`config.mk`:
```
export PLATFORM = sky130hd
export DESIGN_NAME = fvg_back
export DESIGN_NICKNAME = d
export VERILOG_FILES = /design/src/rtl/fvg_pkg.sv /design/src/rtl/fvg_div_pipe.sv /design/src/rtl/fvg_back.sv
export SDC_FILE = /design/constraint.sdc
export NUM_CORES = 2
export LEC_CHECK = 0
export BUFFER_PORTS_ARGS = -buffer_cell sky130_fd_sc_hd__buf_2
export CAP_MARGIN = 0
export CORE_MARGIN = 4
export CORE_UTILIZATION = 35
export DETAILED_ROUTE_END_ITERATION = 16
export PLACE_DENSITY_LB_ADDON = 0.05
export SLEW_MARGIN = 15
export SYNTH_ARGS = -nofsm -noshare
export SYNTH_HDL_FRONTEND = slang
export SYNTH_HIERARCHICAL = 1
export SYNTH_SLANG_ARGS = --single-unit
```
`constraint.sdc`:
```
create_clock -name clock -period 6.19 [get_ports clock]
set_input_delay 0.619 -clock clock [delete_from_list [all_inputs] [get_ports clock]]
set_output_delay 0.619 -clock clock [all_outputs]
set_load 0.1 [all_outputs]
```
`src/rtl/fvg_pkg.sv`:
```
`default_nettype none
package fvg_pkg;

   // root directory entry is 32 bytes: multiply by shifting
   localparam int ENTRY_SHIFT = 5;
   localparam int DIVIDEND_W  = 16 + ENTRY_SHIFT + 1;   // entries*32 + (bps-1)

   localparam logic [31:0] LIMIT_FAT12 = 32'd4085;
   localparam logic [31:0] LIMIT_FAT16 = 32'd65525;
   localparam logic [31:0] LIMIT_FAT32 = 32'd268435445;

   localparam logic [1:0] KIND_FAT12 = 2'd0;
   localparam logic [1:0] KIND_FAT16 = 2'd1;
   localparam logic [1:0] KIND_FAT32 = 2'd2;
   localparam logic [1:0] KIND_EXFAT = 2'd3;

   // carried alongside the root directory divide
   typedef struct packed {
      logic [31:0] vol;
      logic [31:0] tbl;
      logic [15:0] rsv;
      logic [31:0] root_first;
      logic [7:0]  spc;
      logic        bps_zero;
   } front_pay_type;

   // one queue entry between front and back
   typedef struct packed {
      logic [31:0] vol;
      logic [31:0] tbl;
      logic [15:0] rds;
      logic [15:0] rsv;
      logic [31:0] root_first;
      logic [31:0] data_first;
      logic [7:0]  spc;
      logic        fault;
   } geom_item_type;

   // carried alongside the cluster divide
   typedef struct packed {
      logic [31:0] vol;
      logic [31:0] tbl;
      logic [15:0] rds;
      logic [15:0] rsv;
      logic [31:0] root_first;
      logic [31:0] data_first;
      logic [31:0] data;
      logic        spc_zero;
      logic        fault;
   } back_pay_type;

   typedef struct packed {
      logic full;
      logic empty;
   } queue_stat_type;

endpackage
`default_nettype wire

```
`src/rtl/fvg_div_pipe.sv`:
```
`default_nettype none
// Restoring divider, one quotient bit per stage, NUM_W stages after the input register.
module fvg_div_pipe #(
   parameter int NUM_W = 32,
   parameter int DEN_W = 8,
   parameter int PAY_W = 1
) (
   input  wire logic             clock,
   input  wire logic             reset,
   input  wire logic             en,
   input  wire logic             in_valid,
   input  wire logic [NUM_W-1:0] in_num,
   input  wire logic [DEN_W-1:0] in_den,
   input  wire logic [PAY_W-1:0] in_pay,
   output logic                  out_valid,
   output logic      [NUM_W-1:0] out_quot,
   output logic      [PAY_W-1:0] out_pay
);

   logic             valid_ff [NUM_W+1];
   logic             valid_in [NUM_W+1];
   logic [DEN_W-1:0] rem_ff   [NUM_W+1];
   logic [DEN_W-1:0] rem_in   [NUM_W+1];
   logic [NUM_W-1:0] num_ff   [NUM_W+1];
   logic [NUM_W-1:0] num_in   [NUM_W+1];
   logic [DEN_W-1:0] den_ff   [NUM_W+1];
   logic [DEN_W-1:0] den_in   [NUM_W+1];
   logic [PAY_W-1:0] pay_ff   [NUM_W+1];
   logic [PAY_W-1:0] pay_in   [NUM_W+1];

   always_comb begin
      logic [DEN_W:0] trial;
      logic [DEN_W:0] diff;
      logic           ge;
      valid_in[0] = in_valid;
      rem_in[0]   = '0;
      num_in[0]   = in_num;
      den_in[0]   = in_den;
      pay_in[0]   = in_pay;
      for (int k = 1; k <= NUM_W; k++) begin
         trial       = {rem_ff[k-1], num_ff[k-1][NUM_W-1]};
         diff        = trial - {1'b0, den_ff[k-1]};
         ge          = (trial >= {1'b0, den_ff[k-1]});
         rem_in[k]   = ge ? diff[DEN_W-1:0] : trial[DEN_W-1:0];
         num_in[k]   = {num_ff[k-1][NUM_W-2:0], ge};
         valid_in[k] = valid_ff[k-1];
         den_in[k]   = den_ff[k-1];
         pay_in[k]   = pay_ff[k-1];
      end
   end

   always_ff @(posedge clock) begin
      if (reset) begin
         for (int k = 0; k <= NUM_W; k++) begin
            valid_ff[k] <= 1'b0;
         end
      end else if (en) begin
         valid_ff <= valid_in;
      end
      if (en) begin
         rem_ff <= rem_in;
         num_ff <= num_in;
         den_ff <= den_in;
         pay_ff <= pay_in;
      end
   end

   assign out_valid = valid_ff[NUM_W];
   assign out_quot  = num_ff[NUM_W];
   assign out_pay   = pay_ff[NUM_W];

endmodule
`default_nettype wire

```
`src/rtl/fvg_back.sv`:
```
`default_nettype none
module fvg_back (
   input  wire logic                   clock,
   input  wire logic                   reset,
   input  wire fvg_pkg::queue_stat_type q_stat,
   input  wire fvg_pkg::geom_item_type head,
   output logic                        pop,
   output logic                        rsp_valid,
   output logic [31:0]                 rsp_volume_sectors,
   output logic [31:0]                 rsp_table_sectors,
   output logic [15:0]                 rsp_root_size,
   output logic [15:0]                 rsp_first_table_sector,
   output logic [31:0]                 rsp_first_root_sector,
   output logic [31:0]                 rsp_first_data_area_sector,
   output logic [31:0]                 rsp_data_area_sectors,
   output logic [31:0]                 rsp_cluster_count,
   output logic [1:0]                  rsp_fat_kind,
   output logic                        rsp_divide_fault
);
   import fvg_pkg::*;

   localparam int PAY_W = $bits(back_pay_type);

   back_pay_type     pay_in;
   back_pay_type     pay_out;
   logic [PAY_W-1:0] pay_out_bits;
   logic [31:0]      quot;
   logic             div_valid;
   logic [31:0]      clusters;
   logic [1:0]       kind;

   logic             valid_ff;
   logic [31:0]      vol_ff, tbl_ff, root_first_ff, data_first_ff, data_ff, clusters_ff;
   logic [15:0]      rds_ff, rsv_ff;
   logic [1:0]       kind_ff;
   logic             fault_ff;

   // results cannot be held off, so the back end drains every cycle
   assign pop = !q_stat.empty;

   always_comb begin
      pay_in.vol        = head.vol;
      pay_in.tbl        = head.tbl;
      pay_in.rds        = head.rds;
      pay_in.rsv        = head.rsv;
      pay_in.root_first = head.root_first;
      pay_in.data_first = head.data_first;
      pay_in.data       = head.vol - head.data_first;
      pay_in.spc_zero   = (head.spc == 8'd0);
      pay_in.fault      = head.fault;
   end

   fvg_div_pipe #(
      .NUM_W(32),
      .DEN_W(8),
      .PAY_W(PAY_W)
   ) u_cluster_div (
      .clock    (clock),
      .reset    (reset),
      .en       (1'b1),
      .in_valid (pop),
      .in_num   (pay_in.data),
      .in_den   (head.spc),
      .in_pay   (pay_in),
      .out_valid(div_valid),
      .out_quot (quot),
      .out_pay  (pay_out_bits)
   );

   always_comb begin
      pay_out  = back_pay_type'(pay_out_bits);
      clusters = pay_out.spc_zero ? 32'd0 : quot;
      if (clusters < LIMIT_FAT12) begin
         kind = KIND_FAT12;
      end else if (clusters < LIMIT_FAT16) begin
         kind = KIND_FAT16;
      end else if (clusters < LIMIT_FAT32) begin
         kind = KIND_FAT32;
      end else begin
         kind = KIND_EXFAT;
      end
   end

   always_ff @(posedge clock) begin
      if (reset) begin
         valid_ff <= 1'b0;
      end else begin
         valid_ff <= div_valid;
      end
      vol_ff        <= pay_out.vol;
      tbl_ff        <= pay_out.tbl;
      rds_ff        <= pay_out.rds;
      rsv_ff        <= pay_out.rsv;
      root_first_ff <= pay_out.root_first;
      data_first_ff <= pay_out.data_first;
      data_ff       <= pay_out.data;
      clusters_ff   <= clusters;
      kind_ff       <= kind;
      fault_ff      <= pay_out.fault || pay_out.spc_zero;
   end

   assign rsp_valid                  = valid_ff;
   assign rsp_volume_sectors         = vol_ff;
   assign rsp_table_sectors          = tbl_ff;
   assign rsp_root_size              = rds_ff;
   assign rsp_first_table_sector     = rsv_ff;
   assign rsp_first_root_sector      = root_first_ff;
   assign rsp_first_data_area_sector = data_first_ff;
   assign rsp_data_area_sectors      = data_ff;
   assign rsp_cluster_count          = clusters_ff;
   assign rsp_fat_kind               = kind_ff;
   assign rsp_divide_fault           = fault_ff;

endmodule
`default_nettype wire

```
Word-level counts from Yosys, hierarchy flattened

Index checks and enable logic that the tools add are counted.

Bits in registers: 8223
Output and inout bits: 229

Mux-type cells: 34
Reductions and logical operators: 4
$lt $le $gt $ge: 35
$add $sub $neg: 32

Operators by type and width:

| kind                                                          | count |
|---|---|
| greater-or-equal comparator 9 x 8 -> 1 bit                    | 31 |
| two-way mux 8 bit                                             | 30 |
| subtractor 8 bit                                              | 30 |
| less-than comparator 32 x 12 -> 1 bit (second input constant) | 1 |
| less-than comparator 32 x 16 -> 1 bit (second input constant) | 1 |
| less-than comparator 32 x 28 -> 1 bit (second input constant) | 1 |
| two-way mux 32 bit                                            | 1 |
| subtractor 32 bit                                             | 1 |
| greater-or-equal comparator 1 x 8 -> 1 bit                    | 1 |
| zero test 8 bit                                               | 1 |
| subtractor 1 x 8 -> 8 bit                                     | 1 |
| two-way mux 1 bit                                             | 3 |
| OR reduction 2 bit                                            | 1 |
| zero test 1 bit                                               | 1 |
| logical OR 1 bit                                              | 1 |

Longest topological paths before layout

Depth after elaboration: 4
Mapped depth: 10
Mapped depth without buffers: 10

Cells and area by module

The synthesis kept the hierarchy.

Modules (own cells, without submodules):

| module       | cells an instance | area each (um2) | instances |
|---|---|---|---|
| fvg_div_pipe | 10326             | 255892.9        | 1 |
| fvg_back     | 563               | 6772.7          | 1 |

Worst setup path before layout

No wires, ideal clock.

Path type: input to register
Start: in head[137] (netlist name)
End: reg u_cluster_div/num_ff[1054] (netlist name) (data pin)
Buffers on the path: 0
Path slack: 3.259 ns
Cell stages on the path: 10
Data required time: 5.926 ns
Arrival: 2.667 ns
Library setup time: 0.264 ns
Cells stage by stage: inv_1 > ha_1 > fa_1 > and2b_1 > o2111ai_2 > a2111oi_4 > nor4_4 > o31ai_2 > a41oi_1 > xnor2_1

RTL lines:

| element                | line               | RTL |
|---|---|---|
| start: declaration     | fvg_back.sv:6      | `input wire fvg_pkg::geom_item_type head,` |
| end signal: assignment | fvg_div_pipe.sv:62 | `num_ff <= num_in;` |
| end: declaration       | fvg_div_pipe.sv:24 | `logic [NUM_W-1:0] num_ff [NUM_W+1];` |

==> summary.md <==
| Metric | Value |
|---|---|
| Worst VDD drop | 0.269 mV |
| Clock root cell | clkbuf_16 |
| Setup violators final | 0 |
| Vias/cell | around 3.4 |
| CP max stage cell | nor4_4 |
| R2R depth | 6 |
| Synth async-reset ratio | 0% |
| FMAX | 330 MHz |
| Antenna viol nets, final | 0 |
| Routed vias | slightly above 100k |
| Crit-path leading delay family | simple AND/OR/NAND/NOR gates |
| CP max stage delay | between 0.7 and 0.8 ns |
| Number of synthesized flops with an enable pin | 7962 |
| H-Tree Depth | 6 |
| Seq/Total Area, Yosys | 93.0% |
| Resized Gates After CTS | 0 |
| Port buffer count | 400 |
| Status | complete, no violations |
| Crit path cell chain | dlygate4sd3_1 > buf_2 > inv_1 > ha_1 > fa_1 > and2b_1 > o2111ai_2 > a2111oi_4 > nor4_4 > o311ai_1 > a31oi_1 > xnor2_1 |
| Synth-to-Final Area Change | 27.2% |
| Critical path capture point type | flop |
| Die height | roughly 870 um |
| Synth area leader | edfxtp_1 |
| Wire per inst | 10.6 um |
| Hold EP | u_cluster_div/pay_ff[6292]$_DFFE_PP_ |
| RR Startpoint | u_cluster_div/rem_ff[213]$_DFFE_PP_ |
| Worst slew pin tran | 1.12 ns |
| #FFs+latches synth | 8223 |
| Crit path required time | 7.02 ns |
| First-pass GRT wire length | 524000 um |
| Final WL | 325000 um |
| Total track usage | around 8.6% |
| Placed cell count | 28900 |
| Worst slew margin | 24.7% |
| Initial antenna violation count | 91 |
| Reg clk slew, reported paths | 0.06 ns |
| Critical Path Source Type | input port |
| Largest net degree at the start of global routing | 35 |
| Non-filler cells, final | 30700 |
| Design Area, Final | 334000 um^2 |
| Core ar. | 746000 um^2 |
| Gpl congestion | 0.762 |
| Top cells by count, synth | edfxtp_1 (7962), inv_1 (378), ha_1 (281) |
| Die ar. | 764000 um^2 |
| Placed cell area | 305000 um^2 |
| # rows | 317 |
| Final hold vios | 0 |
| Final setup TNS | 0 ns |
| GR Overflow Total | 0 |
| Count leader, synth | edfxtp_1 |
| Final min period | 3.03 ns |
| Mean Syn Cell Area | 24.1 um^2 |
| Max-slew violations | 0 |
| Worst skew pair latency | 1.09 ns |
| TritonCTS buffer count | 882 |
| Min-Delay Startpoint | head[59] |
| Clock Skew | 0.0323 ns |
| Gate Count Post-Synth | 10900 |
| Post-synth cell types | 77 |
| CP Data Arrival Time | 3.85 ns |
| Number of global-route vias before repair | 101000 |
| Iter 0 DRT Violations | 5499 |
| P_leak | 0.130 uW |
| CP Class | input port to flop |
| CTS sink cnt | 8223 |
| CTS tree | built |
| Hold Crit Depth | 2 |
| Die W | between 800 and 900 um |
| CP bufs+invs | 3 |
| Clock tree buffer depth | 4 |
| FF-to-FF setup slack | 3.42 ns |
| Pwr Density | roughly 370 nW/um^2 |
| Top cell type's share of synthesized area | between 90% and 100% |
| FF-to-FF End | u_cluster_div/rem_ff[207]$_DFFE_PP_ |
| Final Cycle Share | 48.9% |
| Dpl hpwl | ~210000 um |
| Hold Crit Class | input port to flop |
| Top_reg_cell synth | edfxtp_1 |
| Critical-path maximum fanout | 5 |
| Yosys warnings | 6 |
| RSZ-0062 raised after global routing | no |
| NumNets Final | a little over 20000 |
| TritonRoute pass-1 iters | 5 |
| Initial Utilization | 35.2% |
| Layout cell share with drive strength beyond 1 | 8.30% |
| Top post-synthesis cells by area | edfxtp_1 (91%), dfxtp_1 (2.0%), ha_1 (1.3%) |
| DRC | 0 |
| Post-synthesis cell area | around 260000 um^2 |
| Total of max-cap violations | 0 |
| IO Count | 402 |
through the flow:
step                      utilization [%]  hold WS (ns)  setup slack, ns  total power (uW)
after floorplan                         -         0.400             3.26             74200
after global placement               40.9         0.326             2.53             76300
after detailed placement             40.9         0.327             2.53             76600
after CTS                            44.8        0.0186             3.24            127000
after global routing                 44.8        0.0899             3.13            131000
final                                44.8         0.227             3.16            124000
state kept, by name, summed over array words and instances (netlist names):
signal,cells
rsp_valid,1
rsp_cluster_count,32
rsp_volume_sectors,32
u_cluster_div/pay_ff,6208
rsp_data_area_sectors,32
u_cluster_div/out_pay,194
u_cluster_div/num_ff,1024
rsp_first_data_area_sector,32
u_cluster_div/out_valid,1
u_cluster_div/valid_ff,32
rsp_root_size,16
rsp_first_root_sector,32
u_cluster_div/out_quot,32
rsp_divide_fault,1
rsp_fat_kind,2
u_cluster_div/den_ff,256
u_cluster_div/rem_ff,248
rsp_table_sectors,32
rsp_first_table_sector,16
layer usage:
metal | track usage, % | routed length [um] | vias to the layer above
li1 | - | - | 53200
met1 | 11.8 | 151000 | 47600
met2 | 13.1 | 142000 | 1669
met3 | 2.33 | 20400 | 950
met4 | 3.35 | 12100 | 24
met5 | 0 | 146 | -
worst max-delay path by stage:
| stage | cells past startpoint | endpoint | slack, ns | startpoint |
|---|---|---|---|---|
| 5_1_grt | 11 | u_cluster_div/pay_ff[6241]$_DFFE_PP_ | 3.13 | head[12] |
| 3_3_place_gp | 11 | u_cluster_div/num_ff[1052]$_DFFE_PP_ | 2.53 | head[137] |
| 6_report | 12 | u_cluster_div/pay_ff[6238]$_DFFE_PP_ | 3.16 | head[137] |
| 3_5_place_dp | 11 | u_cluster_div/pay_ff[6238]$_DFFE_PP_ | 2.53 | head[137] |
| 2_1_floorplan | 10 | u_cluster_div/num_ff[1054]$_DFFE_PP_ | 3.26 | head[137] |
| 4_1_cts | 1 | rsp_table_sectors[31] | 3.24 | rsp_table_sectors[31]$_DFF_P_ |
layout by cell type, fill, tap and decap left out, types with 19 or more instances in the layout:
cell type | Yosys | layout
clkbuf_1 | 16 | 240
dlygate4sd3_1 | 0 | 172
nand2_1 | 213 | 213
mux2i_1 | 62 | 62
nand3_1 | 38 | 38
clkbuf_8 | 0 | 31
or2_2 | 21 | 21
a21o_1 | 44 | 44
fa_1 | 31 | 31
nor2_1 | 120 | 120
clkbuf_16 | 0 | 903
ha_1 | 281 | 281
mux2_2 | 61 | 61
a21oi_1 | 189 | 189
conb_1 | 1 | 7963
nor2b_1 | 76 | 76
dfxtp_1 | 261 | 261
o31ai_1 | 37 | 37
o21ai_0 | 253 | 253
clkinv_2 | 1 | 158
and2_1 | 36 | 36
xnor2_1 | 63 | 62
inv_1 | 378 | 378
buf_2 | 22 | 400
a21boi_0 | 22 | 22
edfxtp_1 | 7962 | 7962
xor2_1 | 59 | 58
nand2b_1 | 54 | 54
o21a_1 | 56 | 56
clkinv_1 | 0 | 200
a211oi_1 | 31 | 31
bufinv_16 | 0 | 36
nor3_1 | 38 | 38
a31o_2 | 19 | 19
power by group:
part	leakage [uW]	internal [uW]	total, uW	switching, uW
Clock	0.0133	28500	48900	20400
Combinational	0.0364	2990	8110	5120
Sequential	0.0801	66000	67400	1350
logic make-up after synthesis:
kind of cell	count (synthesis)	share of synthesized area [%]
flip-flops	8223	93.0
AO/OA/AOI/OAI	768	1.90
AND/OR/NAND/NOR	695	1.35
buffers and inverters	645	1.26
adder cells (fa/ha/maj)	312	1.57
multiplexers	123	0.498
XOR/XNOR	122	0.407
other	1	0.00143
area by class of cell:
| cell class | count | area (um^2) |
|---|---|---|
| Antenna cell | 14 | 35.0 |
| Clock buffer | 1174 | 23900 |
| Clock inverter | 445 | 3340 |
| Fill cell | 66600 | 412000 |
| Inverter | 379 | 1420 |
| Multi-Input combinational cell | 9983 | 44900 |
| Sequential cell | 8223 | 244000 |
| Tap cell | 9889 | 12400 |
| Timing Repair Buffer | 574 | 3740 |
repair_timing:
item,CTS,global route
setup buffers,0,0
hold endpoints to repair,214,0
hold buffers,172,0
Power figures use the tool's default switching activity.
