==> src/rtl/fvg_pkg.sv <==
`default_nettype none
package fvg_pkg;

   // root directory entry is 32 bytes: multiply by shifting
   localparam int ENTRY_SHIFT = 5;
   localparam int DIVIDEND_W  = 16 + ENTRY_SHIFT + 1;   // entries*32 + (bps-1)

   localparam logic [31:0] LIMIT_FAT12 = 32'd4085;
   localparam logic [31:0] LIMIT_FAT16 = 32'd65525;
   localparam logic [31:0] LIMIT_FAT32 = 32'd268435445;

   localparam logic [1:0] KIND_FAT12 = 2'd0;
   localparam logic [1:0] KIND_FAT16 = 2'd1;
   localparam logic [1:0] KIND_FAT32 = 2'd2;
   localparam logic [1:0] KIND_EXFAT = 2'd3;

   // carried alongside the root directory divide
   typedef struct packed {
      logic [31:0] vol;
      logic [31:0] tbl;
      logic [15:0] rsv;
      logic [31:0] root_first;
      logic [7:0]  spc;
      logic        bps_zero;
   } front_pay_type;

   // one queue entry between front and back
   typedef struct packed {
      logic [31:0] vol;
      logic [31:0] tbl;
      logic [15:0] rds;
      logic [15:0] rsv;
      logic [31:0] root_first;
      logic [31:0] data_first;
      logic [7:0]  spc;
      logic        fault;
   } geom_item_type;

   // carried alongside the cluster divide
   typedef struct packed {
      logic [31:0] vol;
      logic [31:0] tbl;
      logic [15:0] rds;
      logic [15:0] rsv;
      logic [31:0] root_first;
      logic [31:0] data_first;
      logic [31:0] data;
      logic        spc_zero;
      logic        fault;
   } back_pay_type;

   typedef struct packed {
      logic full;
      logic empty;
   } queue_stat_type;

endpackage
`default_nettype wire

==> src/rtl/fvg_queue.sv <==
`default_nettype none
module fvg_queue #(
   parameter int DEPTH = 4
) (
   input  wire logic                   clock,
   input  wire logic                   reset,
   input  wire logic                   push,
   input  wire fvg_pkg::geom_item_type push_item,
   input  wire logic                   pop,
   output fvg_pkg::queue_stat_type     q_stat,
   output fvg_pkg::geom_item_type      head
);
   import fvg_pkg::*;

   localparam int PTR_W = (DEPTH > 1) ? $clog2(DEPTH) : 1;
   localparam int CNT_W = $clog2(DEPTH + 1);

   geom_item_type entry_ff [DEPTH];
   logic [PTR_W-1:0] wr_ptr_ff, wr_ptr_in;
   logic [PTR_W-1:0] rd_ptr_ff, rd_ptr_in;
   logic [CNT_W-1:0] count_ff, count_in;

   always_comb begin
      wr_ptr_in = wr_ptr_ff;
      rd_ptr_in = rd_ptr_ff;
      count_in  = count_ff;
      if (push) begin
         wr_ptr_in = (wr_ptr_ff == PTR_W'(DEPTH - 1)) ? '0 : wr_ptr_ff + 1'b1;
      end
      if (pop) begin
         rd_ptr_in = (rd_ptr_ff == PTR_W'(DEPTH - 1)) ? '0 : rd_ptr_ff + 1'b1;
      end
      case ({push, pop})
         2'b10:   count_in = count_ff + 1'b1;
         2'b01:   count_in = count_ff - 1'b1;
         default: count_in = count_ff;
      endcase
   end

   always_ff @(posedge clock) begin
      if (reset) begin
         wr_ptr_ff <= '0;
         rd_ptr_ff <= '0;
         count_ff  <= '0;
      end else begin
         wr_ptr_ff <= wr_ptr_in;
         rd_ptr_ff <= rd_ptr_in;
         count_ff  <= count_in;
      end
      if (push) begin
         entry_ff[wr_ptr_ff] <= push_item;
      end
   end

   assign q_stat.full  = (count_ff == CNT_W'(DEPTH));
   assign q_stat.empty = (count_ff == '0);
   assign head         = entry_ff[rd_ptr_ff];

endmodule
`default_nettype wire

==> config.mk <==
export PLATFORM = sky130hd
export DESIGN_NAME = fvg_queue
export DESIGN_NICKNAME = d
export VERILOG_FILES = /design/src/rtl/fvg_pkg.sv /design/src/rtl/fvg_queue.sv
export SDC_FILE = /design/constraint.sdc
export NUM_CORES = 1
export LEC_CHECK = 0
export ABC_CLOCK_PERIOD_IN_PS = 5500
export BUFFER_PORTS_ARGS = -buffer_cell sky130_fd_sc_hd__buf_2
export CAP_MARGIN = 40
export CORE_ASPECT_RATIO = 1.1
export CORE_MARGIN = 1
export CORE_UTILIZATION = 35
export DETAILED_ROUTE_END_ITERATION = 10
export PLACE_DENSITY = 0.54
export SLEW_MARGIN = 10
export SYNTH_ARGS = -nofsm -noshare
export SYNTH_HDL_FRONTEND = slang
export SYNTH_SLANG_ARGS = --single-unit
==> constraint.sdc <==
create_clock -name clock -period 5.5 [get_ports clock]
set_clock_uncertainty 0.15 [all_clocks]
set_input_delay 0.55 -clock clock [delete_from_list [all_inputs] [get_ports clock]]
set_output_delay 0.55 -clock clock [all_outputs]
set_load 0.02 [all_outputs]
Word-level counts from Yosys, hierarchy flattened
Memories as Yosys holds them, arrays and structs flattened. A register that Yosys moved wholly into a read port is not among the register bits. Cells that the tools add are included.

Reduce and logical (&&, ||, !) cells: 2. Add/subtract/negate cells: 4. Equality and inequality tests: 5. Mux-type cells: 7.

Operators by type and width (count): two-way mux 2 bit (4); == test 2 bit (second input constant) (3); case mux 3 bit (2 select lines) (1); adder 2 x 1 -> 2 bit (second input constant) (2); adder 3 x 1 -> 3 bit (second input constant) (1); == test 3 bit (second input constant) (1); zero test 3 bit (1); subtractor 3 x 1 -> 3 bit (second input constant) (1); == test 2 x 1 -> 1 bit (second input constant) (1); two-way mux 1 bit (2); nonzero test 2 bit (1).

Register bits: 7. Output and inout port bits: 171. Memories: 1. Bits in writable memories: 676. Word-level logic and storage cells: 22. Input bits: 173.

Memory list: entry_ff (depth 4, width 169, rd ports 1, clocked after Yosys merged registers in 1, wr ports 1, line fvg_queue.sv:18) `geom_item_type entry_ff [DEPTH];`.

Depth between registers and ports, before layout
Gate-level depths: netlist of run 1.

Depth in word-level cells: 4. Mapped depth: 7.

Least setup slack after synthesis of run 1
No wires, ideal clock.

Kind: register -> register. Start: register wr_ptr_ff[0]. End: memory entry_ff[0][0] (netlist bit) (enable). Stages on the path, launching flop included: 4. Clock period less this slack: 5.097 ns. Data required time: 4.801 ns. Library setup time: 0.549 ns. Buffers on the path: 0. Arrival: 4.398 ns. Path slack: 0.403 ns. Cells stage by stage: dfxtp_1 -> inv_1 -> ha_1 -> and2_1.

RTL lines: start, declared (line fvg_queue.sv:19) `logic [PTR_W-1:0] wr_ptr_ff, wr_ptr_in;`; start signal, assigned (line fvg_queue.sv:46) `wr_ptr_ff <= wr_ptr_in;`; end, declared (line fvg_queue.sv:18).

No word-level cell before the write port.

==> results.json, run 1 <==
{
  "hold_start": "reset",
  "hold_depth": 2,
  "synth_largest_area_cell": "edfxtp_1",
  "ys_top_cells_by_area": "edfxtp_1, mux4_2, dfxtp_1",
  "routed_via_density": 4.73,
  "synth_fp_nets": 1111,
  "worstMarginPinSlew_ns": 0.779,
  "finalSetupViolCount": 0,
  "crit_slowest_cell": "mux4_2",
  "outcome": "completed",
  "vias": 11800,
  "nNetsFinal": 1681,
  "wl_per_cell_um": 20.7,
  "dieWidth_um": 256,
  "holdPathEnd": "count_ff[2]",
  "synthDistinctLibCells": 19,
  "synthCells": 931,
  "setup-tns-final_ns": 0,
  "core_area_um2": 70300,
  "postSynthAreaPerCell_um2": 26.7,
  "final.period_utilization_pct": 58.9,
  "drive_above_1_share_pct": 40.4,
  "cp_data_required_time_ns": 4.80,
  "port_buffers": 343,
  "die-area_um2": 72000,
  "synth_flop_cell": "edfxtp_1",
  "grt_pass1_wl_um": 77800,
  "crit_chain": "buf_16, buf_12, mux4_2, buf_2",
  "worstPathMaxFanout": 37,
  "placed_cells": 2193,
  "cts_tree": "built",
  "boundaryPins": 344,
  "maxSlewViolCount": 0,
  "rows": 102,
  "final_cells": 2489,
  "r2r_end": "entry_ff[1][55]",
  "max-cap-violations": 0,
  "routed_wl_um": 51500,
  "setup.worst_path.class": "flip-flop to primary output",
  "clk_latency_ns": 0.60,
  "setup_ws_ns": 2.26,
  "drcViolationCount": 0,
  "ys_seq_elements": 685,
  "pre_cts_slack_ns": 2.73,
  "r2r_cells": 3,
  "p_total_w": 0.0118,
  "cp_num_buf_inv": 3,
  "hold_viol": 0,
  "hold_ws_ns": 0.0652,
  "numCtsBuffers": 72,
  "cts_setup_buffers": 0,
  "fmax_ghz": 0.309,
  "crit_family": "buffers and inverters",
  "place_hpwl_um": 29800,
  "cts.sinks": 685,
  "synth_edf_count": 676,
  "clock_path_buffers": 3,
  "ys_warn_count": 0,
  "m1WireLength_um": 21600,
  "antenna_found_initial": 6,
  "first_global_vias": 12900,
  "ant_nets": 0,
  "drt_iter0_markers": 579,
  "critPathMaxStageDelay_ns": 0.58,
  "cp-start-kind": "flip-flop",
  "hold_path.class": "primary input to flip-flop",
  "max-vdd-ir-drop_mv": 0.265,
  "fin_crit_ns": 3.24,
  "drtPass1Iterations": 4,
  "reg2reg_from": "wr_ptr_ff[0]",
  "p_per_area_nw_per_um2": 372,
  "yosysSeqAreaShare_pct": 82.5,
  "rsz0062_at_grt": "false",
  "relSlewSlack_pct": 48.1,
  "clkTransAtPathRegs_ns": 0.06,
  "routabilityCongestion": 0.700,
  "fillers": 5996,
  "grt_usage_pct": 14.3,
  "h-tree-depth": 3,
  "worst-r2r-setup-slack_ns": 3.02,
  "routed-wl-met2_um": 25600,
  "die_h_um": 281,
  "synthArstFlopShare_pct": 0,
  "start_util_pct": 35.3,
  "yosys.area.top_type_share_pct": 81.8,
  "grt_max_degree": 72,
  "overflow": 0,
  "syn_area_um2": 24800,
  "syn2layout_area_growth_pct": 27.9,
  "antenna_cells": 0,
  "crit_path_end_kind": "primary output",
  "dr.max_layer_used": "met5",
  "p_leak_nw": 10.7,
  "dr_wl_met3_um": 3230,
  "clock_tree.root_cell": "clkbuf_16",
  "arrival_ns": 2.54
}
-- sequential cells by signal, summed over array words and instances (netlist names), named ones only --
signal / cells
entry_ff: 676
count_ff: 3
rd_ptr_ff: 2
wr_ptr_ff: 2
-- cell usage in the layout (no fill, tap or decap), types with 4 or more instances in the layout --
| cell type | netlist | layout |
|---|---|---|
| clkinv_1 | 0 | 20 |
| nor2_1 | 7 | 7 |
| mux4_2 | 169 | 169 |
| dlygate4sd3_1 | 0 | 169 |
| and2_4 | 0 | 4 |
| dfxtp_1 | 9 | 7 |
| buf_12 | 0 | 8 |
| buf_4 | 0 | 10 |
| buf_2 | 18 | 343 |
| a21oi_1 | 4 | 4 |
| buf_16 | 0 | 4 |
| ha_1 | 6 | 6 |
| clkbuf_1 | 6 | 18 |
| edfxtp_1 | 676 | 676 |
| inv_1 | 7 | 7 |
| clkbuf_16 | 0 | 75 |
| bufinv_16 | 0 | 4 |
-- cells by family after synthesis --
family | after synthesis | share of synthesized area (%)
adder cells (fa/ha/maj) | 7 | 0.383
AND/OR/NAND/NOR | 16 | 0.338
flip-flops | 685 | 82.5
AO/OA/AOI/OAI | 5 | 0.101
buffers and inverters | 45 | 1.19
multiplexers | 171 | 15.4
XOR/XNOR | 2 | 0.0706
-- synth_stat cells, types with 2 or more instances --
cell type  number
edfxtp_1      676
mux4_2        169
buf_2          18
buf_6          14
dfxtp_1         9
inv_1           7
nor2_1          7
clkbuf_1        6
ha_1            6
a21oi_1         4
and2_1          4
mux2i_1         2
nor3b_1         2
xor2_1          2
-- what timing repair did --
item,in CTS,in global routing
hold endpoints to repair,676,0
hold buffers,169,0
resized for setup,0,0
-- final cells by class --
type / instances / area [um^2] / area share [%]
sequential: 685 / 20500 / 64.5
inverter: 7 / 26.3 / 0.0828
timing repair buffer: 534 / 3750 / 11.8
multi-input combinational: 201 / 4060 / 12.8
clock buffer: 93 / 1940 / 6.13
tap: 936 / 1170 / 3.69
clock inverter: 33 / 303 / 0.954
-- metal layers --
layer | track usage, % | vias up
met2 | 23.6 | 299
met1 | 18.1 | 6196
met3 | 4.38 | 78
met4 | 4.96 | 12
li1 | - | 5184
met5 | 0 | -
-- per-stage QoR --
step                      area (um^2)  utilization (%)
final                           31700             45.1
after global routing            31700             45.1
after CTS                       31700             45.1
after detailed placement        27800             39.5
after global placement          27700             39.4
after floorplan                 24800                -
-- report_power, final --
part	total, W	internal (W)	switching, W
Clock	0.00463	0.00269	0.00194
Combinational	0.00116	0.000498	0.000666
Sequential	0.00601	0.00596	0.0000463
Total	0.0118	0.00915	0.00265
-- worst max-delay path by stage --
stage                           end  slack, ns  cells past startpoint
finish                     head[31]       2.26                      4
global route               head[31]       2.08                      4
CTS                        head[31]       2.14                      4
detailed placement  entry_ff[3][70]       2.73                      3
global placement           head[78]       2.40                      3
floorplan            entry_ff[0][0]       0.40                      3
Note: power is estimated with default switching activity, not from simulation.
==> inputs of run 2 (changes only) <==
ABC_CLOCK_PERIOD_IN_PS = 2700   (was 5500)
PLACE_DENSITY = 0.56   (was 0.54)
clock period = 2.7 ns   (was 5.5 ns; I/O delays follow)
==> run 2 against run 1 <==
Critical path depth down 1. Combinational power increased by 110%. Hold slack better by 0.20 ns. Power increased by 100%. Register-to-register slack lost 2.2 ns. Highest routed layer unchanged. Setup slack worse by 2.2 ns. Sequential power up 100%.
==> results.json, run 2 (synthesized netlist as in run 1, its figures left out) <==
{
  "start_util_pct": 35.3,
  "p_leak_nw": 10.8,
  "clock_tree.root_cell": "clkbuf_16",
  "rsz0062_at_grt": "true",
  "worst-r2r-setup-slack_ns": 0.78,
  "fin_area_um2": 32200,
  "routabilityCongestion": 0.702,
  "setup.worst_path.class": "flip-flop to primary output",
  "nNetsFinal": 1702,
  "dpl-instance-area_um2": 28100,
  "h-tree-depth": 3,
  "wl_per_cell_um": 20.7,
  "max-vdd-ir-drop_mv": 0.544,
  "clkTransAtPathRegs_ns": 0.06,
  "cp_data_required_time_ns": 2.28,
  "overflow": 0,
  "maxSlewViolCount": 0,
  "max-cap-violations": 0,
  "final_cell_mix": "edfxtp_1, buf_2, dlygate4sd3_1",
  "antenna_cells": 0,
  "fmax_ghz": 0.380,
  "drcViolationCount": 0,
  "outcome": "completed",
  "worstPathMaxFanout": 50,
  "cts_setup_buffers": 0,
  "vias": 11800,
  "grt_usage_pct": 14.6,
  "crit_slowest_cell": "mux4_2",
  "first_global_vias": 12800,
  "setup_ws_ns": 0.0666,
  "crit_chain": "buf_12, mux4_2, buf_2",
  "grt_max_degree": 70,
  "dieWidth_um": 256,
  "top_register": "entry_ff",
  "core_area_um2": 70300,
  "final.period_utilization_pct": 97.5,
  "routed_via_density": 4.71,
  "numCtsBuffers": 72,
  "cts.sinks": 685,
  "fin_crit_ns": 2.63,
  "worstMarginPinSlew_ns": 0.549,
  "drtPass1Iterations": 4,
  "cp_num_buf_inv": 2,
  "arrival_ns": 2.21,
  "hold_depth": 2,
  "clock_path_buffers": 3,
  "crit_family": "multiplexers",
  "clk_latency_ns": 0.59,
  "pre_cts_slack_ns": 0.626,
  "die-area_um2": 72000,
  "routed_wl_um": 52100,
  "cts_tree": "built",
  "hold_viol": 0,
  "critPathMaxStageDelay_ns": 0.59,
  "rows": 102,
  "final_common_cell": "edfxtp_1",
  "r2r_cells": 4,
  "drive_above_1_share_pct": 41.5,
  "cp-start-kind": "flip-flop",
  "port_buffers": 343,
  "grt_pass1_wl_um": 78500,
  "ant_nets": 0,
  "crit_path_end_kind": "primary output",
  "antenna_found_initial": 4,
  "largest_reg_flops": 676,
  "syn2layout_area_growth_pct": 29.5,
  "hold_path.class": "primary input to flip-flop",
  "place_hpwl_um": 31900,
  "worst-path-stages": 3,
  "drt_iter0_markers": 658,
  "boundaryPins": 344,
  "setup-tns-final_ns": 0,
  "reg_top3": "entry_ff x676, count_ff x3",
  "finalSetupViolCount": 0,
  "p_per_area_nw_per_um2": 750,
  "die_h_um": 281,
  "relSlewSlack_pct": 63.4
}
run 2: cell count changes in the layout (fill, tap and decap cells not counted), moves of 5 or more:
cell      change
buf_12       +18
buf_6         +9
clkinv_1      -5
clkinv_2      +7
buf_2         -9
run 2: per-stage QoR:
stage | util [%] | hold WS, ns | power (W) | instances
after floorplan | - | 0.189 | 0.0138 | 931
after global placement | 40.0 | 0.331 | 0.0147 | 2212
after detailed placement | 40.0 | 0.335 | 0.0147 | 2212
after CTS | 45.7 | 0.220 | 0.0245 | 2513
after global routing | 45.7 | 0.242 | 0.0250 | 2513
final | 45.7 | 0.262 | 0.0241 | 2513
run 2: cell type report:
cell class                      count  area (um^2)
Timing Repair Buffer              555         4140
Clock inverter                     37          364
Multi-Input combinational cell    201         4060
Inverter                            7         26.3
Clock buffer                       92         1910
Sequential cell                   685        20500
Fill cell                        5924        38200
Tap cell                          936         1170
run 2: worst reg2reg max path, cell delays in order (launching register included):
cell and delay, ns:
dfxtp_1 0.41, ha_1 0.18, and2_4 0.34, buf_12 0.29, buf_4 0.26
run 2: what timing repair did:
action                                 CTS  global route
hold buffers                           172             0
endpoints found under the hold margin  685             0
setup endpoints to repair               36           135
resized for setup                        3            18
pin swaps                                0             0
run 2: path summary, 6_finish.rpt:
check                                       end           from
worst max register to register  entry_ff[1][42]   wr_ptr_ff[0]
worst min register to register      count_ff[1]    count_ff[1]
worst min-delay path            entry_ff[3][58]  push_item[58]
worst max-delay path                  head[106]      flip-flop
run 2: report_power, final:
group	switching, W	internal, W
registers	0.0000896	0.0121
clock network	0.00393	0.00551
logic	0.00138	0.00108
run 2: per-layer routing:
layer	vias to the layer above	wire, um	global-route usage [%]
met1	6216	21600	18.4
met5	-	38	0
li1	5228	-	-
met3	77	3120	3.78
met4	6	1020	4.58
met2	300	26300	24.7
==> inputs of run 3 (changes only) <==
RECOVER_POWER = 100   (was default)
==> run 3 against run 2 <==
Power decreased by 0.38%. Sequential power about the same. Clock-buffer cell count unchanged. Non-clock buffer count unchanged. Cell count unchanged.
==> results.json, run 3 (synthesized netlist as in run 1, its figures left out) <==
{
  "routabilityCongestion": 0.702,
  "vias": 11800,
  "nNetsFinal": 1702,
  "fmax_ghz": 0.380,
  "max-vdd-ir-drop_mv": 0.541,
  "p_per_area_nw_per_um2": 759,
  "core_area_um2": 70300,
  "grt_pass1_wl_um": 78500,
  "reg2reg_from": "wr_ptr_ff[0]",
  "max-cap-violations": 0,
  "worst-r2r-setup-slack_ns": 0.18,
  "grt_usage_pct": 14.6,
  "r2r_end": "entry_ff[1][144]",
  "numCtsBuffers": 72,
  "hold_depth": 2,
  "cp_data_required_time_ns": 2.28,
  "fillers": 6041,
  "hold_start": "push_item[58]",
  "cts_setup_buffers": 0,
  "clk_latency_ns": 0.59,
  "outcome": "completed",
  "antenna_found_initial": 5,
  "rsz0062_at_grt": "true",
  "grt_max_degree": 70,
  "syn2layout_area_growth_pct": 27.6,
  "arrival_ns": 2.21,
  "postLayoutCoreUtil_pct": 45.0,
  "rows": 102,
  "place_hpwl_um": 31900,
  "maxSlewViolCount": 0,
  "final.period_utilization_pct": 97.5,
  "cts.sinks": 685,
  "fin_crit_ns": 2.63,
  "p_leak_nw": 10.3,
  "die-area_um2": 72000,
  "setup.worst_path.class": "flip-flop to primary output",
  "ant_nets": 0,
  "drive_above_1_share_pct": 29.7,
  "cts_tree": "built",
  "clock_path_buffers": 3,
  "port_buffers": 343,
  "largest_reg_flops": 676,
  "crit_path_end_kind": "primary output",
  "top_register": "entry_ff",
  "routed_wl_um": 51900,
  "dpl-instance-area_um2": 28100,
  "clkTransAtPathRegs_ns": 0.06,
  "wl_per_cell_um": 20.7,
  "overflow": 0,
  "finalSetupViolCount": 0,
  "clock_tree.root_cell": "clkbuf_16",
  "final_cell_mix": "edfxtp_1, clkbuf_1, dlygate4sd3_1",
  "relSlewSlack_pct": 32.0,
  "final_common_cell": "edfxtp_1",
  "drcViolationCount": 0,
  "antenna_cells": 0,
  "boundaryPins": 344,
  "start_util_pct": 35.3,
  "worstPathMaxFanout": 58,
  "worstMarginPinSlew_ns": 1.02,
  "drt_iter0_markers": 636,
  "cp-start-kind": "flip-flop",
  "fin_area_um2": 31700,
  "die_h_um": 281,
  "hold_viol": 0,
  "holdPathEnd": "entry_ff[3][58]",
  "drtPass1Iterations": 5,
  "routed_via_density": 4.71,
  "r2r_cells": 3,
  "h-tree-depth": 3,
  "dieWidth_um": 256,
  "first_global_vias": 12800,
  "reg_top3": "entry_ff x676, count_ff x3",
  "hold_path.class": "primary input to flip-flop"
}
run 3: cell count changes in the layout (fill, tap and decap cells not counted), sizes merged:
cell	delta
clkbuf	+213
buf	-213
run 3: repair_timing:
| item | in CTS | in global routing |
|---|---|---|
| pin swaps | 0 | 0 |
| resized for setup | 3 | 18 |
| endpoints found under the setup margin | 36 | 135 |
| endpoints found under the hold margin | 685 | 0 |
| hold buffers | 172 | 0 |
run 3: routing by layer:
| layer | global-route usage [%] | up-vias | part of all wire [%] |
|---|---|---|---|
| li1 | - | 5230 | - |
| met1 | 18.4 | 6227 | 41 |
| met2 | 24.7 | 305 | 51 |
| met3 | 3.78 | 77 | 5.9 |
| met4 | 4.58 | 6 | 1.9 |
| met5 | 0 | - | 0.073 |
run 3: worst max-delay path by stage:
stage	from	end	slack (ns)	cells after the start
6_report	flip-flop	head[117]	0.07	3
5_1_grt	flip-flop	head[164]	-0.08	3
4_1_cts	flip-flop	head[164]	-0.02	3
3_5_place_dp	flip-flop	head[121]	0.63	3
2_1_floorplan	wr_ptr_ff[0]	entry_ff[3][0]	0.36	2
3_3_place_gp	flip-flop	head[117]	0.63	3
run 3: worst max-delay path, stage by stage, from the launching register on:
cell and delay (ns):
dfxtp_4 0.41, buf_16 0.34, mux4_2 0.57, buf_2 0.18
run 3: final cells by class:
| cell class | count | area (um^2) | share of cell area, % |
|---|---|---|---|
| Sequential cell | 685 | 20500 | 64.7 |
| Clock inverter | 37 | 364 | 1.15 |
| Multi-Input combinational cell | 201 | 4050 | 12.8 |
| Clock buffer | 92 | 1910 | 6.03 |
| Timing Repair Buffer | 555 | 3660 | 11.6 |
| Inverter | 7 | 26.3 | 0.0830 |
| Tap cell | 936 | 1170 | 3.70 |
run 3: stage by stage:
step	worst slack (ns)	hold slack (ns)	cells	power (W)	setup TNS [ns]
2_1_floorplan	0.361	0.189	931	0.0138	0
3_3_place_gp	0.631	0.331	2212	0.0147	0
5_1_grt	-0.0752	0.301	2513	0.0249	-4.16
4_1_cts	-0.0194	0.220	2513	0.0245	-0.0528
3_5_place_dp	0.626	0.335	2212	0.0147	0
6_report	0.0670	0.311	2513	0.0240	0
run 3: report_power, final:
part           internal (W)  total, W  switching (W)
clock network       0.00551   0.00944        0.00393
registers            0.0121    0.0122      0.0000898
logic              0.000993   0.00237        0.00138
